<file path="src/sv/itp_pkg.sv">
// Shared constants, types and the precedence table of the operator stack block.
package itp_pkg;

  localparam int STACK_DEPTH = 16;
  localparam int CNT_W       = $clog2(STACK_DEPTH + 1);
  localparam int IDX_W       = $clog2(STACK_DEPTH);

  localparam logic [2:0] ACT_OPERAND  = 3'd0;
  localparam logic [2:0] ACT_LEFT     = 3'd1;
  localparam logic [2:0] ACT_RIGHT    = 3'd2;
  localparam logic [2:0] ACT_OPERATOR = 3'd3;
  localparam logic [2:0] ACT_END      = 3'd4;

  localparam logic [3:0] LEFT_MARK   = 4'd15;
  localparam logic [3:0] MAX_OP_CODE = 4'd12;
  localparam logic [3:0] OP_NONE     = 4'd0;

  localparam logic [1:0] KIND_PUSH     = 2'd0;
  localparam logic [1:0] KIND_APPLY    = 2'd1;
  localparam logic [1:0] KIND_OVERFLOW = 2'd2;
  localparam logic [1:0] KIND_UNUSED   = 2'd3;

  typedef enum logic [1:0] {
    ST_IDLE,
    ST_RUN,
    ST_FLUSH
  } state_t;

  // length 5; mul/div/intdiv 4; add/sub 3; concat 2; relations 1
  function automatic logic [2:0] prec_of(input logic [3:0] code);
    logic [2:0] p;
    unique case (code)
      4'd0, 4'd1:               p = 3'd3;
      4'd2, 4'd3, 4'd4:         p = 3'd4;
      4'd5:                     p = 3'd2;
      4'd6:                     p = 3'd5;
      4'd7, 4'd8, 4'd9, 4'd10,
      4'd11, 4'd12:             p = 3'd1;
      default:                  p = 3'd0;
    endcase
    return p;
  endfunction

endpackage

</file>
<file path="src/sv/infix_to_postfix_operator_stack.sv">
// Path: an operand word goes from the token latch to the pending word to the output register;
//   each pop of a popping token is a loop step of its own. One token at a time: in_ready only in idle.
// One stack read and compare per cycle while no pop stalls; a bracket dropped at end takes a step.
// Back-pressure on out_ready stalls a pop or the flush until the output register is free.
// Reset: synchronous, active low; clears sequencer, stack count and valid flags.
//   Stack entries are not cleared: only entries below the count are ever read.
module infix_to_postfix_operator_stack (
  input  logic                 clk,
  input  logic                 rst_n,
  input  logic                 in_valid,
  output logic                 in_ready,
  input  logic [2:0]           in_action,
  input  logic [3:0]           in_operator_code,
  input  logic [2:0]           in_operand_kind,
  input  logic [15:0]          in_operand_handle,
  output logic                 out_valid,
  input  logic                 out_ready,
  output logic [1:0]           out_result_kind,
  output logic [3:0]           out_operator,
  output logic [2:0]           out_operand_kind,
  output logic [15:0]          out_operand_handle,
  output logic                 out_last
);
  import itp_pkg::*;

  // Sequencer state
  state_t state_r, state_nxt;

  // Token latched at accept
  logic [2:0]  act_r;
  logic [3:0]  code_r;
  logic [2:0]  okind_r;
  logic [15:0] handle_r;

  // Operator stack: entries plus fill count
  logic [3:0]       stack_mem [STACK_DEPTH];
  logic [CNT_W-1:0] count_r, count_nxt;
  logic             push_en;
  logic [3:0]       push_data;

  // Pending word: held back until we know whether it is the last one
  logic        pend_v_r, pend_v_nxt;
  logic [1:0]  pend_kind_r, pend_kind_nxt;
  logic [3:0]  pend_op_r, pend_op_nxt;
  logic [2:0]  pend_okind_r, pend_okind_nxt;
  logic [15:0] pend_handle_r, pend_handle_nxt;

  // Output register
  logic        out_valid_r, out_valid_nxt;
  logic [1:0]  out_kind_r;
  logic [3:0]  out_op_r;
  logic [2:0]  out_okind_r;
  logic [15:0] out_handle_r;
  logic        out_last_r;
  logic        out_load, out_last_nxt;
  logic        out_free;

  // Step decode
  logic [CNT_W-1:0] cnt_m1;
  logic [IDX_W-1:0] top_idx;
  logic [3:0]       top;
  logic             empty, full, top_mark, code_ok;
  logic             do_pop, do_drop, stall, finish;

  assign in_ready = (state_r == ST_IDLE);
  assign out_free = !out_valid_r || out_ready;

  assign cnt_m1   = count_r - CNT_W'(1);
  assign top_idx  = cnt_m1[IDX_W-1:0];
  assign top      = stack_mem[top_idx];
  assign empty    = (count_r == '0);
  assign full     = (count_r == CNT_W'(STACK_DEPTH));
  assign top_mark = (top == LEFT_MARK);
  assign code_ok  = (code_r <= MAX_OP_CODE);

  // One loop step: pop an operator, drop a bracket at end, or finish the token.
  // The precedence compare is the shared unit reused on every operator pop.
  always_comb begin
    do_pop  = 1'b0;
    do_drop = 1'b0;
    unique case (act_r)
      ACT_RIGHT: do_pop = !empty && !top_mark;
      ACT_OPERATOR: do_pop = code_ok && !empty && !top_mark &&
                             (prec_of(top) >= prec_of(code_r));
      ACT_END: begin
        do_pop  = !empty && !top_mark;
        do_drop = !empty && top_mark;
      end
      default: ;
    endcase
    stall  = do_pop && pend_v_r && !out_free;
    finish = !do_pop && !do_drop;
  end

  // Next state
  always_comb begin
    state_nxt = state_r;
    unique case (state_r)
      ST_IDLE:  if (in_valid) state_nxt = ST_RUN;
      ST_RUN:   if (finish) state_nxt = pend_v_nxt ? ST_FLUSH : ST_IDLE;
      ST_FLUSH: if (out_free) state_nxt = ST_IDLE;
      default:  state_nxt = ST_IDLE;
    endcase
  end

  // Datapath controls
  always_comb begin
    count_nxt       = count_r;
    push_en         = 1'b0;
    push_data       = LEFT_MARK;
    pend_v_nxt      = pend_v_r;
    pend_kind_nxt   = pend_kind_r;
    pend_op_nxt     = pend_op_r;
    pend_okind_nxt  = pend_okind_r;
    pend_handle_nxt = pend_handle_r;
    out_load        = 1'b0;
    out_last_nxt    = 1'b0;

    unique case (state_r)
      ST_IDLE: ;
      ST_RUN: begin
        if (do_pop) begin
          if (!stall) begin
            // earlier pending word is not the last: ship it
            out_load        = pend_v_r;
            pend_v_nxt      = 1'b1;
            pend_kind_nxt   = KIND_APPLY;
            pend_op_nxt     = top;
            pend_okind_nxt  = 3'd0;
            pend_handle_nxt = 16'd0;
            count_nxt       = cnt_m1;
          end
        end else if (do_drop) begin
          count_nxt = cnt_m1;
        end else begin
          unique case (act_r)
            ACT_OPERAND: begin
              pend_v_nxt      = 1'b1;
              pend_kind_nxt   = KIND_PUSH;
              pend_op_nxt     = OP_NONE;
              pend_okind_nxt  = okind_r;
              pend_handle_nxt = handle_r;
            end
            ACT_LEFT, ACT_OPERATOR: begin
              if (act_r == ACT_LEFT || code_ok) begin
                if (!full) begin
                  push_en   = 1'b1;
                  push_data = (act_r == ACT_LEFT) ? LEFT_MARK : code_r;
                  count_nxt = count_r + CNT_W'(1);
                end else begin
                  // full stack means nothing was popped, so pend is free
                  pend_v_nxt      = 1'b1;
                  pend_kind_nxt   = KIND_OVERFLOW;
                  pend_op_nxt     = (act_r == ACT_LEFT) ? OP_NONE : code_r;
                  pend_okind_nxt  = 3'd0;
                  pend_handle_nxt = 16'd0;
                end
              end
            end
            ACT_RIGHT: if (!empty) count_nxt = cnt_m1;  // discard the bracket
            default: ;
          endcase
        end
      end
      ST_FLUSH: begin
        if (out_free) begin
          out_load     = 1'b1;
          out_last_nxt = 1'b1;
          pend_v_nxt   = 1'b0;
        end
      end
      default: ;
    endcase

    out_valid_nxt = out_load ? 1'b1 : (out_valid_r && !out_ready);
  end

  // Control registers
  always_ff @(posedge clk) begin
    if (!rst_n) begin
      state_r     <= ST_IDLE;
      count_r     <= '0;
      pend_v_r    <= 1'b0;
      out_valid_r <= 1'b0;
    end else begin
      state_r     <= state_nxt;
      count_r     <= count_nxt;
      pend_v_r    <= pend_v_nxt;
      out_valid_r <= out_valid_nxt;
    end
  end

  // Payload registers
  always_ff @(posedge clk) begin
    if (in_valid && in_ready) begin
      act_r    <= in_action;
      code_r   <= in_operator_code;
      okind_r  <= in_operand_kind;
      handle_r <= in_operand_handle;
    end
    pend_kind_r   <= pend_kind_nxt;
    pend_op_r     <= pend_op_nxt;
    pend_okind_r  <= pend_okind_nxt;
    pend_handle_r <= pend_handle_nxt;
    if (out_load) begin
      out_kind_r   <= pend_kind_r;
      out_op_r     <= pend_op_r;
      out_okind_r  <= pend_okind_r;
      out_handle_r <= pend_handle_r;
      out_last_r   <= out_last_nxt;
    end
  end

  // Stack write port
  always_ff @(posedge clk) begin
    if (push_en) stack_mem[count_r[IDX_W-1:0]] <= push_data;
  end

  assign out_valid          = out_valid_r;
  assign out_result_kind    = out_kind_r;
  assign out_operator       = out_op_r;
  assign out_operand_kind   = out_okind_r;
  assign out_operand_handle = out_handle_r;
  assign out_last           = out_last_r;

endmodule

</file>
<file path="config.mk">
export PLATFORM = sky130hd
export DESIGN_NAME = infix_to_postfix_operator_stack
export DESIGN_NICKNAME = d
export VERILOG_FILES = /design/src/sv/itp_pkg.sv /design/src/sv/infix_to_postfix_operator_stack.sv
export SDC_FILE = /design/constraint.sdc
export NUM_CORES = 1
export LEC_CHECK = 0
export BUFFER_PORTS_ARGS = -buffer_cell sky130_fd_sc_hd__buf_2
export CAP_MARGIN = 40
export CORE_UTILIZATION = 30
export DETAILED_ROUTE_END_ITERATION = 8
export GPL_TIMING_DRIVEN = 0
export PLACE_DENSITY_LB_ADDON = 0.25
export SLEW_MARGIN = 20
export SYNTH_ARGS = -nofsm -noshare
export SYNTH_HDL_FRONTEND = slang
export SYNTH_SLANG_ARGS = --single-unit
</file>
<file path="constraint.sdc">
create_clock -name clk -period 7.5 [get_ports clk]
set_input_delay 1.5 -clock clk [delete_from_list [all_inputs] [get_ports clk]]
set_output_delay 1.5 -clock clk [all_outputs]
set_load 0.05 [all_outputs]
</file>
After elaboration in Yosys (flattened, before gate mapping)
Memories as Yosys holds them, arrays and structs flattened. A register that Yosys moved wholly into a read port is not among the register bits.
Index checks and enable logic that the tools add are counted.
Widths: inputs -> output; s select.
- multiply operators: 0
- muxes and demuxes: 70
- div/mod/pow operators: 0
- add/subtract/negate cells: 2
- order comparisons: 2
- equal/unequal tests: 18
- bitwise gates (word level): 0
- shift operators: 0
- reduce and logical (&&, ||, !) cells: 29
- operator list (operator ; number):
    $mux 16 ; 5
    $mux 4 ; 14
    $pmux 16 s2 ; 1
    $mux 5 ; 6
    $mux 3 ; 7
    $mux 1 ; 19
    $mux 2 ; 9
    $ne 4x4->1 const B ; 3
    $reduce_and 6->1 ; 2
    $logic_and 1x1->1 ; 10
    $ne 2x2->1 const B ; 5
    $pmux 5 s2 ; 1
    $pmux 1 s2 ; 4
    $pmux 4 s2 ; 1
    $logic_not 1->1 ; 7
    $eq 3x2->1 const B ; 2
    $ne 3x3->1 const B ; 2
    $pmux 2 s3 ; 1
    $pmux 3 s2 ; 1
    $add 5x1->5 const B ; 1
    $eq 5x5->1 const B ; 1
    $logic_not 5->1 ; 1
    $sub 5x1->5 const B ; 1
    $eq 4x4->1 const B ; 1
    other kinds (14) ; 16
- input bits: 30
- register bits after elaboration: 86
- logic and storage cells: 141
- bits in latches: 0
- bits in read-only memories: 96
- bits in writable memories: 64
- memories: 3
- output and inout bits: 28
- memories (memory ; depth ; bits a word ; read ports ; clocked after memory_dff ; write ports ; RTL line ; text):
    stack_mem ; 16 ; 4 ; 1 ; 0 ; 1 ; infix_to_postfix_operator_stack.sv:36 ; logic [3:0] stack_mem [STACK_DEPTH];
    (name not given) ; 16 ; 3 ; 1 ; 0 ; 0 ; itp_pkg.sv:32 ; unique case (code)
    (name not given) ; 16 ; 3 ; 1 ; 1 ; 0 ; itp_pkg.sv:32 ;

Longest topological paths before layout
Gate-level depths: netlist (run 1).
An unclocked memory read counts as a cell.
- depth in word-level cells: 15
- depth in mapped cells: 21
- mapped depth without buffers: 17

Least setup slack after synthesis (run 1)
No wires, ideal clock.
- kind: register -> register
- from: register count_r[0]
- to: register out_last_r (netlist: out_last) (enable)
- data arrival time: 5016 ps
- setup time: 409 ps
- clock period less this slack: 5425 ps
- data required time: 7091 ps
- path slack: 2075 ps
- buffers on the path: 2
- cell stages (with the launch flop): 19
- cells stage by stage: dfxtp_1 > buf_4 > inv_2 > ha_1 > xor2_2 > mux4_2 > mux2i_1 > nand2_1 > a221oi_1 > ha_1 > nand2b_1 > a211oi_1 > nor4_1 > o21a_1 > and2_1 > buf_2 > and3_1 > o21ai_0 > nor2_1
- word-level cells in the longest chain between the ends: 12
- elaborated cells on any way between the ends: 19
- classes of those cells: 1 x add/sub; 1 x order compare; 1 x eq/ne; 5 x mux; 9 x reduce/logical; 2 x memory
- ends and longest elaborated chain (item ; RTL line ; text):
    start, declared ; infix_to_postfix_operator_stack.sv:37 ; logic [CNT_W-1:0] count_r, count_nxt;
    start signal, assigned ; infix_to_postfix_operator_stack.sv:187 ; count_r <= count_nxt;
    $sub 5x1->5 ; infix_to_postfix_operator_stack.sv:68 ; assign cnt_m1 = count_r - CNT_W'(1);
    $mem_v2 16x4 ; -- ;
    $mem_v2 16x3 / $eq 4x4->1 (equally long branches) ; -- ;
    $mux 3 / $logic_not 1->1 (equally long branches) ; -- ;
    $ge 3x3->1 / $logic_and 1x1->1 (equally long branches) ; infix_to_postfix_operator_stack.sv:84, infix_to_postfix_operator_stack.sv:83 ;
    $logic_and 1x1->1 ; infix_to_postfix_operator_stack.sv:83 ; ACT_OPERATOR: do_pop = code_ok && !empty && !top_mark &&
    $pmux 1 s2 * ; infix_to_postfix_operator_stack.sv:81 ; unique case (act_r)
    named net do_pop ; infix_to_postfix_operator_stack.sv:63 ; logic do_pop, do_drop, stall, finish;
    $logic_and 1x1->1 (2 in a row) ; infix_to_postfix_operator_stack.sv:91 ; stall = do_pop && pend_v_r && !out_free;
    $mux 1 ; infix_to_postfix_operator_stack.sv:123 ; if (!stall) begin
    $mux 1 * ; infix_to_postfix_operator_stack.sv:122 ; if (do_pop) begin
    $pmux 1 s2 * ; infix_to_postfix_operator_stack.sv:119 ; unique case (state_r)
    named net out_load ; infix_to_postfix_operator_stack.sv:55 ; logic out_load, out_last_nxt;
    end signal, assigned ; infix_to_postfix_operator_stack.sv:210 ; out_last_r <= out_last_nxt;
    end, declared ; infix_to_postfix_operator_stack.sv:54 ; logic out_last_r;
Mark *: on every way through the listed nets, which the timed path passes. The rest lies on a longest branch. The select of a mux whose other input is x is not followed.
A chain may end at the register's enable or synchronous reset.

Worst setup path in the final report (run 1)
- from: register count_r[0]
- to: memory stack_mem[1][1] (enable)
- word-level cells in the longest chain between the ends: 11
- elaborated cells on any way between the ends: 25
- classes of those cells: 1 x add/sub; 1 x order compare; 2 x eq/ne; 11 x mux; 8 x reduce/logical; 2 x memory
- ends and longest elaborated chain (item ; RTL line ; text):
    $sub 5x1->5 ; infix_to_postfix_operator_stack.sv:68 ;
    $mem_v2 16x4 ; -- ;
    $mem_v2 16x3 / $eq 4x4->1 (equally long branches) ; -- ;
    $mux 3 / $logic_not 1->1 (equally long branches) ; -- ;
    $ge 3x3->1 / $logic_and 1x1->1 (equally long branches) ; infix_to_postfix_operator_stack.sv:84, infix_to_postfix_operator_stack.sv:83 ;
    $logic_and 1x1->1 ; infix_to_postfix_operator_stack.sv:83 ;
    $pmux 1 s2 ; infix_to_postfix_operator_stack.sv:81 ;
    $mux 1 ; infix_to_postfix_operator_stack.sv:122 ;
    $mux 1 ; infix_to_postfix_operator_stack.sv:119 ;
    $mux 1 ; infix_to_postfix_operator_stack.sv:216 ; if (push_en) stack_mem[count_r[IDX_W-1:0]] <= push_data;
    $mux 1 (implied by the code) ; infix_to_postfix_operator_stack.sv:216 ;
    end, declared ; infix_to_postfix_operator_stack.sv:36 ;
Several ways; a longest one is shown, not always the timed one. The select of a mux whose other input is x is not followed.

==> out/qor.yml, run 1 <==
outcome: "finished clean"
synth-seq-cells: 153
hold_viol: 0
initial_core_util_pct: 30.86
crit_path_max_fanout: 10
die_y_um: 147.0
drt-wirelength-per-cell_um: 15.58
clock_skew_ps: 8.031
final_nets: 516
cp.required_ps: 7560
synthMuxAreaShare_pct: 10.88
cts_tree: "done"
vias: 3428
placed_area_um2: 6970
rsz0062_at_grt: "no"
cts.sinks: 153
synth_cell_types: 49
synth_xor_area_share_pct: 0.5358
tightest_slew_ps: 788.6
ys_top_cells_by_area: "edfxtp_1 67%, mux2i_1 6.7%, dfxtp_1 3.8%, mux4_2 2.9%, ha_1 2.2%"
relSlewSlack_pct: 47.42
min_period_ps: 6016
synthCells: 398
cp.arrival_ps: 6070
grt_pass1_vias: 3493
area_growth_pct: 19.77
synth_area_leader_cell: "edfxtp_1"
rows: 52
die_area_um2: 21600
fmax_ghz: 0.1662
antennaDiodeCount: 0
totalNegativeSetupSlack_ps: 0
ios: 58
powerDensity_nw_per_um2: 252.5
first_pass_iters: 5
report.power.total_mw: 1.907
gp_congestion: 0.7692
synthAdderAreaFrac_pct: 2.183
clk_pin_slew_ps: 60
pre_cts_slack_ps: 1382
synth_top_family_by_area: "multiplexers"
clk_latency_ps: 420
regArea_um2: 4474
yosys.area_share.simple_pct: 9.347
grt_pass1_wl_um: 19060
cap_violations: 0
cts.path.max_buffers: 2
avgSynthCellArea_um2: 15.84
antenna_found_initial: 0
via_per_inst: 4.522
fin_area_um2: 7551
cts_buffers: 17
remaining_drc_errors: 0
grt_overflow: 0
worst_slack_ps: 1484
cts_root_buffer: "clkbuf_16"
wl_um: 11810
start_kind: "flip-flop"
p_leak_nw: 2.645
ant_nets: 0
grt_max_degree: 27
irDropWorstVdd_mv: 0.1404
slew_viol_final: 0
min_period_over_period_pct: 80.22
io_buffer_count: 57
synth-compound-area-share_pct: 4.009
synthesis.nets: 439
multi_input_area_um2: 1714
worstSetupEndpointType: "flip-flop"
synth_flop_cell: "edfxtp_1"
syn_area_um2: 6305
ctsResizeCount: 0
drive_above_1_share_pct: 24.39
die_w_um: 147.0
fill_cells: 1932
synth_top_area_share_pct: 67.16
hold_path_class: "flip-flop to flip-flop"
grtUsageTotal_pct: 11.80
hold_buffers: 0
core-area_um2: 20430
hpwl_um: 8327
drt_iter0_drc: 181
yosys_warnings: 0
synth-edff-count: 141
cts_setup_buffers: 0
ctsHtreeMaxLevel: 4
synthArstFlopShare_pct: 0
path_class: "flip-flop to flip-flop"
synth_seq_area_share_pct: 70.97
setup_viol: 0
-- metrics by stage --
stage | std cells | hold WS (ps) | utilization, %
after floorplan | 398 | 400.3 | -
after global placement | 725 | 401.0 | 33.91
after detailed placement | 726 | 404.5 | 34.12
after CTS | 758 | 418.7 | 36.96
after global routing | 758 | 423.7 | 36.96
final | 758 | 418.6 | 36.96
-- layout make-up --
type	count	area share [%]
Sequential cell	153	59.25
Multi-Input combinational cell	219	22.70
Clock buffer	17	5.634
Tap cell	270	4.474
Timing Repair Buffer	58	4.143
Clock inverter	15	2.055
Buffer	12	1.044
Inverter	14	0.6959
-- layout by cell type, fill, tap and decap left out, types with 2 or more instances in the layout --
| cell type | count |
|---|---|
| mux2_2 | 5 |
| and3_1 | 2 |
| nand2_1 | 22 |
| nor3_1 | 9 |
| nor2b_1 | 4 |
| a21oi_1 | 13 |
| clkbuf_1 | 5 |
| inv_6 | 7 |
| and2_1 | 21 |
| a211oi_1 | 2 |
| nand3_1 | 4 |
| nor2_1 | 21 |
| inv_1 | 13 |
| ha_1 | 11 |
| xnor2_1 | 2 |
| mux2i_1 | 42 |
| dfxtp_1 | 12 |
| buf_4 | 3 |
| nor3b_1 | 3 |
| o21a_1 | 3 |
| nor2_4 | 2 |
| clkbuf_16 | 17 |
| nor4_1 | 3 |
| edfxtp_1 | 141 |
| inv_8 | 2 |
| nand2b_1 | 13 |
| o21ai_0 | 8 |
| mux4_2 | 8 |
| buf_2 | 59 |
-- layer usage --
metal	up-vias	part of all wire, %	global-route usage, %
met2	68	49	19.29
met4	0	1.9	5.670
li1	1655	-	-
met1	1689	45	14.43
met3	16	3.7	3.261
met5	-	0	0
-- logic make-up after synthesis --
group	after synthesis
adders and majority gates	11
AOI/OAI and AO/OA	38
xor gates and xnor gates	3
buffers and inverters	26
and+or+nand+nor	110
muxes	57
DFF	153
-- synthesized netlist by cell type (8+ instances only) --
| library cell | instances |
|---|---|
| edfxtp_1 | 141 |
| ha_1 | 11 |
| dfxtp_1 | 12 |
| mux4_2 | 8 |
| nor2_1 | 23 |
| o21ai_0 | 8 |
| and2_1 | 21 |
| a21oi_1 | 13 |
| nand2_1 | 22 |
| nor3_1 | 9 |
| nand2b_1 | 13 |
| inv_1 | 13 |
| mux2i_1 | 42 |
-- critical path: stages (launching register included) --
cell and delay (ps):
dfxtp_1 390, buf_4 250, inv_2 140, ha_1 280
xor2_2 540, mux4_2 630, mux2i_1 390, nand2_1 130
a221oi_1 320, ha_1 270, nand2b_1 140, a211oi_1 260
nor4_1 100, o21a_1 250, mux2_4 280, buf_2 190
nor4_4 340, nand2_1 210, nor3_1 550
-- where the power goes --
group	switching, mW	leakage (nW)	internal [mW]
clock	0.364	0.284	0.470
sequential	0.00745	1.49	0.947
combinational	0.0663	0.868	0.0522
-- registers in the layout (all words and copies together), names as in the netlist, 3 cells and up, named ones only --
signal and cells:
act_r 3, code_r 4, count_r 5, handle_r 16, okind_r 3, out_operand_handle 16
out_operand_kind 3, out_operator 4, pend_handle_r 16, pend_okind_r 3, pend_op_r 4, stack_mem 64
-- path summary, 6_finish.rpt --
kind	slack [ps]	end	cells past startpoint	startpoint
hold / removal	420	out_operator[2]$_DFFE_PP_	0	pend_op_r[2]$_DFFE_PP_
hold reg to reg	420	out_operator[2]$_DFFE_PP_	0	pend_op_r[2]$_DFFE_PP_
setup / recovery	1480	stack_mem[1][1]$_DFFE_PP_	18	count_r[0]$_SDFFE_PN0P_
setup reg to reg	1480	stack_mem[1][1]$_DFFE_PP_	18	count_r[0]$_SDFFE_PN0P_
Note: power is estimated with default switching activity, not from simulation.
==> inputs of run 2 (changes only) <==
==> constraint.sdc (replaced) <==
create_clock -name clk -period 5.4 [get_ports clk]
set_input_delay 1.08 -clock clk [delete_from_list [all_inputs] [get_ports clk]]
set_output_delay 1.08 -clock clk [all_outputs]
set_load 0.05 [all_outputs]
==> run 2 against run 1 <==
Non-clock buffer count rose by 3. Cell count increased by 0.53%. Global-route usage grew 0.30 points. Combinational power up 52%. Highest routed layer unchanged. Critical endpoint is now stack_mem[10][3]$_DFFE_PP_. Utilization is 1.2 points higher.
==> out/qor.yml, run 2 (synthesis gave the netlist of run 1 again) <==
worstHoldStart: "pend_op_r[3]$_DFFE_PP_"
ios: 58  # unchanged
totalNegativeSetupSlack_ps: 0  # unchanged
first_pass_iters: 5  # unchanged
outcome: "finished clean"
placed_area_um2: 6970  # unchanged
crit_path_max_fanout: 11  # +1
pwr-share-comb_pct: 6.8  # +0.6 points
path_class: "flip-flop to flip-flop"
cp.required_ps: 5500  # -2060 ps
remaining_drc_errors: 0  # unchanged
grt_max_degree: 26  # -3.7%
setup_viol: 0  # unchanged
drive_above_1_share_pct: 30.89  # +6.5 points
final_common_cell: "edfxtp_1"
cts.path.max_buffers: 2  # unchanged
die_y_um: 147.0  # unchanged
hold_viol: 0  # unchanged
path_delay_family: "multiplexers"
relSlewSlack_pct: 46.74  # -0.69 points
antennaDiodeCount: 0  # unchanged
drt-wirelength-per-cell_um: 16.02  # +2.9%
powerDensity_nw_per_um2: 339.8  # +35%
die_area_um2: 21600  # unchanged
hold_buffers: 0  # unchanged
vias: 3466  # +1.1%
power.net_switching_mw: 0.6011  # +37%
seqPwrFrac_pct: 50.1  # about the same
clk_latency_ps: 430  # about the same
p_leak_nw: 2.723  # +2.9%
min_period_ps: 5059  # -957.4 ps
clock_skew_ps: 11.76  # +3.725 ps
fmax_ghz: 0.1977  # +19%
dpl.cell_count: 726  # unchanged
antenna_found_initial: 0  # unchanged
min_period_over_period_pct: 93.68  # +13 points
ctsHtreeMaxLevel: 4  # unchanged
hold_path_class: "flip-flop to flip-flop"
worstSetupEndpointType: "flip-flop"
cts_buffers: 17  # unchanged
io_buffer_count: 57  # unchanged
crit_buf_inv: 5  # +2
rsz0062_at_grt: "no"
fin_area_um2: 7786  # +3.1%
die_w_um: 147.0  # unchanged
fill_cells: 1911  # -1.1%
via_per_inst: 4.549  # +0.58%
critical_path.startpoint: "count_r[0]$_SDFFE_PN0P_"
clk_pin_slew_ps: 70  # about the same
ant_nets: 0  # unchanged
irDropWorstVdd_mv: 0.1514  # +7.9%
path_cells: "buf_12, inv_4, ha_1, buf_4, buf_12, mux2i_1, mux4_2, mux2_2, nand2_1, nor2_1, a221oi_1, ha_1, nand2b_1, a211oi_2, nor4_1, o21a_1, mux2_4, nor4_4, buf_6, nand2_2, nor2_2"
final_cell_mix: "141 x edfxtp_1, 58 x buf_2, 41 x mux2i_1"
tightest_slew_ps: 797.3  # +8.666 ps
pwr-share-clk_pct: 43.0  # -0.7 points
intPower_mw: 2.045  # +39%
wl_um: 12210  # +3.4%
grtUsageTotal_pct: 12.10  # +0.30 points
slowest_delay_ps: 500  # -130 ps
cap_violations: 0  # unchanged
grt_pass1_wl_um: 19090  # +0.18%
core-area_um2: 20430  # unchanged
cp_slowest_cell: "mux4_2"
cts_tree: "done"
slew_viol_final: 0  # unchanged
drt_iter0_drc: 208  # +15%
hpwl_um: 8144  # -2.2%
grt_pass1_vias: 3401  # -2.6%
rows: 52  # unchanged
cts_root_buffer: "clkbuf_16"
start_kind: "flip-flop"
stdcell_count: 762  # +0.53%
gp_congestion: 0.7721  # +0.38%
area_growth_pct: 23.50
switching_share_pct: 22.72  # -0.25 points
initial_core_util_pct: 30.86  # unchanged
final_nets: 520  # +0.78%
rr_startpoint: "count_r[0]$_SDFFE_PN0P_"
cp.arrival_ps: 5160  # -910 ps
largest_reg_flops: 64  # unchanged
grt_overflow: 0  # unchanged
cts.sinks: 153  # unchanged
==> run 2: changes by cell type in the layout (fill, tap and decap cells not counted), sizes merged <==
cell and change:
clkinv +2, clkinvlp -1, nor2 +1, clkbuf +1
inv -2, buf +3
==> run 2: path summary, 6_finish.rpt <==
check / cells past startpoint / endpoint / slack, ps
setup reg to reg: 21 / stack_mem[10][3]$_DFFE_PP_ / 340
setup / recovery: 21 / stack_mem[10][3]$_DFFE_PP_ / 340
hold reg to reg: 0 / out_operator[3]$_DFFE_PP_ / 410
hold / removal: 0 / out_operator[3]$_DFFE_PP_ / 410
==> run 2: final cells by class <==
class / instances / area, µm² / area share (%)
clock buffer: 18 / 429.2 / 5.512
buffer: 11 / 86.33 / 1.109
tap: 270 / 337.8 / 4.339
multi-input combinational: 220 / 1917 / 24.62
inverter: 14 / 55.05 / 0.7071
timing repair buffer: 62 / 346.6 / 4.451
sequential: 153 / 4476 / 57.48
clock inverter: 14 / 138.9 / 1.784
==> run 2: stage by stage <==
| step | power [mW] | hold WS, ps | worst slack (ps) | utilization, % |
|---|---|---|---|---|
| 2_1_floorplan | 1.466 | 400.3 | 20.37 | - |
| 3_3_place_gp | 1.511 | 401.8 | -1246 | 33.92 |
| 3_5_place_dp | 1.518 | 404.5 | -774.5 | 34.12 |
| 4_1_cts | 2.667 | 418.1 | 13.05 | 37.79 |
| 5_1_grt | 2.737 | 418.3 | 75.52 | 38.11 |
| 6_report | 2.646 | 413.6 | 341.2 | 38.11 |
==> run 2: routing by layer <==
layer | global-route usage (%) | routed length (µm) | part of all wire [%] | vias to the layer above
met3 | 3.354 | 508 | 4.2 | 15
met2 | 20.07 | 6129 | 50 | 76
met4 | 4.948 | 185 | 1.5 | 0
met1 | 14.89 | 5384 | 44 | 1709
met5 | 0 | 0 | 0 | -
li1 | - | - | - | 1666
==> run 2: what timing repair did <==
action	CTS	global route
resized for setup	40	16
buffers inserted	3	1
pin swaps	2	5
cloned	1	0
setup endpoints to repair	181	179
==> run 2: worst register-to-register path: cells and delay by family, from the launching register on <==
family	cells	cell delay (ps)
simple gates	7	1080
buf+inv	5	730
mux	4	1300
fa+ha+maj	2	560
flops	1	390
compound gates	3	690
==> run 2: power groups by stage <==
stage                     sequential, mW  clock, mW  combinational [mW]
after global routing                1.33       1.21               0.199
final                               1.33       1.14               0.181
after detailed placement            1.35          0               0.167
after global placement              1.35          0               0.159
after CTS                           1.33       1.16               0.177
after floorplan                     1.35          0               0.118
==> inputs of run 3 (changes only) <==
--- a/config.mk
+++ b/config.mk
@@ -10,7 +10,7 @@
 export CORE_UTILIZATION = 30
 export DETAILED_ROUTE_END_ITERATION = 8
 export GPL_TIMING_DRIVEN = 0
-export PLACE_DENSITY_LB_ADDON = 0.25
+export PLACE_DENSITY = 0.56
 export SLEW_MARGIN = 20
 export SYNTH_ARGS = -nofsm -noshare
 export SYNTH_HDL_FRONTEND = slang
==> run 3 against run 2 <==
Via count fell by 0.78%. Utilization rose by 0.067 points. Count of clock-buffer cells in the layout fell by 1. Non-clock buffer count rose by 3. Cell count rose by 0.39%. Setup slack got worse by 61 ps. Clock skew fell by 3.3 ps. Global-route usage rose by 0.10 points. Maximum frequency fell by 1.2%. Cell area rose by 0.18%. Sequential share of layout area fell by 0.10 points. Critical path type unchanged. Largest cell class unchanged.
==> out/qor.yml, run 3 (synthesis gave the netlist of run 1 again) <==
area_growth_pct: 23.72
drive_above_1_share_pct: 31.72  # +0.82 points
fill_cells: 1910  # -0.052%
hold_ws_ps: 419.6  # +6.037 ps
hold_buffers: 0  # unchanged
rsz0062_at_grt: "yes"
switching_share_pct: 22.66  # -0.064 points
final_nets: 523  # +0.58%
clk_latency_ps: 420  # about the same
min_period_over_period_pct: 94.82  # +1.1 points
path_cells: "buf_8, inv_2, ha_1, buf_4, buf_4, mux2i_1, mux4_2, mux2i_4, nand2_1, a221oi_1, ha_1, nand2b_1, a211oi_2, nor4_1, o21a_1, mux2_4, buf_2, nor4_4, buf_6, nand2_2, nor2_2"
totalNegativeSetupSlack_ps: 0  # unchanged
setup_viol: 0  # unchanged
cts.path.max_buffers: 2  # unchanged
vias: 3439  # -0.78%
cap_violations: 0  # unchanged
ios: 58  # unchanged
final_cell_mix: "141 x edfxtp_1, 60 x buf_2, 41 x mux2i_1"
grt_overflow: 0  # unchanged
largest_reg_flops: 64  # unchanged
hold_path_class: "flip-flop to flip-flop"
crit_path_max_fanout: 10  # -1
pwr-share-comb_pct: 6.5  # -0.3 points
hold_viol: 0  # unchanged
antenna_found_initial: 0  # unchanged
cts_root_buffer: "clkbuf_16"
power.net_switching_mw: 0.6137  # +2.1%
path_class: "flip-flop to flip-flop"
tightest_slew_ps: 783.6  # -13.72 ps
irDropWorstVdd_mv: 0.1673  # +11%
min_period_ps: 5120  # +61.33 ps
start_kind: "flip-flop"
drt-wirelength-per-cell_um: 15.85  # -1.1%
antennaDiodeCount: 0  # unchanged
worstSetupEndpointType: "flip-flop"
report.power.total_mw: 2.709  # +2.4%
p_leak_nw: 2.732  # +0.35%
grtUsageTotal_pct: 12.20  # +0.10 points
cts_tree: "done"
gp_congestion: 0.8411  # +8.9%
cp.required_ps: 5510  # about the same
final_common_cell: "edfxtp_1"
cts.sinks: 153  # unchanged
worst_slack_ps: 279.8  # -61.33 ps
io_buffer_count: 57  # unchanged
grt_max_degree: 26  # unchanged
crit_buf_inv: 6  # +1
ctsHtreeMaxLevel: 4  # unchanged
die_y_um: 147.0  # unchanged
clk_pin_slew_ps: 70  # about the same
clock_skew_ps: 8.441  # -3.315 ps
core-area_um2: 20430  # unchanged
initial_core_util_pct: 30.86  # unchanged
die_area_um2: 21600  # unchanged
first_pass_iters: 4  # -1
pre_cts_slack_ps: -616.8  # +157.7 ps
relSlewSlack_pct: 47.76  # +1.0 points
pwr-share-clk_pct: 44.5  # +1.5 points
grt_pass1_vias: 3574  # +5.1%
slowest_delay_ps: 530  # +30 ps
fmax_ghz: 0.1953  # -1.2%
drt_iter0_drc: 270  # +30%
hpwl_um: 8178  # +0.42%
die_w_um: 147.0  # unchanged
cp_slowest_cell: "mux4_2"
ant_nets: 0  # unchanged
path_delay_family: "multiplexers"
via_per_inst: 4.495  # -1.2%
grt_pass1_wl_um: 19590  # +2.6%
remaining_drc_errors: 0  # unchanged
wl_um: 12130  # -0.68%
cp.arrival_ps: 5230  # +70 ps
slew_viol_final: 0  # unchanged
seqPwrFrac_pct: 49.0  # -1.1 points
intPower_mw: 2.095  # +2.5%
powerDensity_nw_per_um2: 347.3  # +2.2%
outcome: "finished clean"
rows: 52  # unchanged
cts_buffers: 17  # unchanged
==> run 3: metal layers <==
metal | vias to the layer above | GRT usage, % | part of all wire [%] | routed length [µm]
met5 | - | 0 | 0 | 0
met2 | 67 | 20.02 | 50 | 6032
met1 | 1688 | 14.78 | 44 | 5391
met3 | 13 | 4.224 | 4.1 | 495
met4 | 0 | 4.639 | 1.7 | 206
li1 | 1671 | - | - | -
==> run 3: final cells by class <==
class	instances	area, µm²	share of cell area [%]
clock buffer	17	425.4	5.454
multi-input combinational	220	1892	24.25
timing repair buffer	64	346.6	4.443
buffer	12	86.33	1.107
tap	270	337.8	4.331
clock inverter	15	183.9	2.358
sequential	153	4476	57.38
inverter	14	52.55	0.6737
==> run 3: final timing paths <==
path / cells past startpoint / slack (ps) / from / endpoint
setup reg to reg: 21 / 280 / count_r[0]$_SDFFE_PN0P_ / stack_mem[9][2]$_DFFE_PP_
hold reg to reg: 0 / 420 / pend_handle_r[13]$_SDFFCE_PP0P_ / out_operand_handle[13]$_DFFE_PP_
hold / removal: 0 / 420 / pend_handle_r[13]$_SDFFCE_PP0P_ / out_operand_handle[13]$_DFFE_PP_
setup / recovery: 21 / 280 / count_r[0]$_SDFFE_PN0P_ / stack_mem[9][2]$_DFFE_PP_
==> run 3: power by group through the flow <==
| stage | sequential (mW) | combinational, mW | clock [mW] |
|---|---|---|---|
| final | 1.33 | 0.177 | 1.21 |
| after global routing | 1.33 | 0.195 | 1.28 |
| after CTS | 1.33 | 0.170 | 1.23 |
| after detailed placement | 1.35 | 0.163 | 0 |
| after global placement | 1.35 | 0.156 | 0 |
| after floorplan | 1.35 | 0.118 | 0 |
==> run 3: timing repair <==
item                                    in CTS  in global routing
setup buffers                                1                  4
resized for setup                           38                 10
cloned                                       1                  0
endpoints found under the setup margin     179                181
pin swaps                                    2                  2
==> run 3: metrics by stage <==
step           instance area (µm²)  instances  util, %
2_1_floorplan                 6307        398        -
3_3_place_gp                  6930        725    33.92
3_5_place_dp                  6958        726    34.06
4_1_cts                       7721        760    37.79
5_1_grt                       7800        765    38.18
6_report                      7800        765    38.18
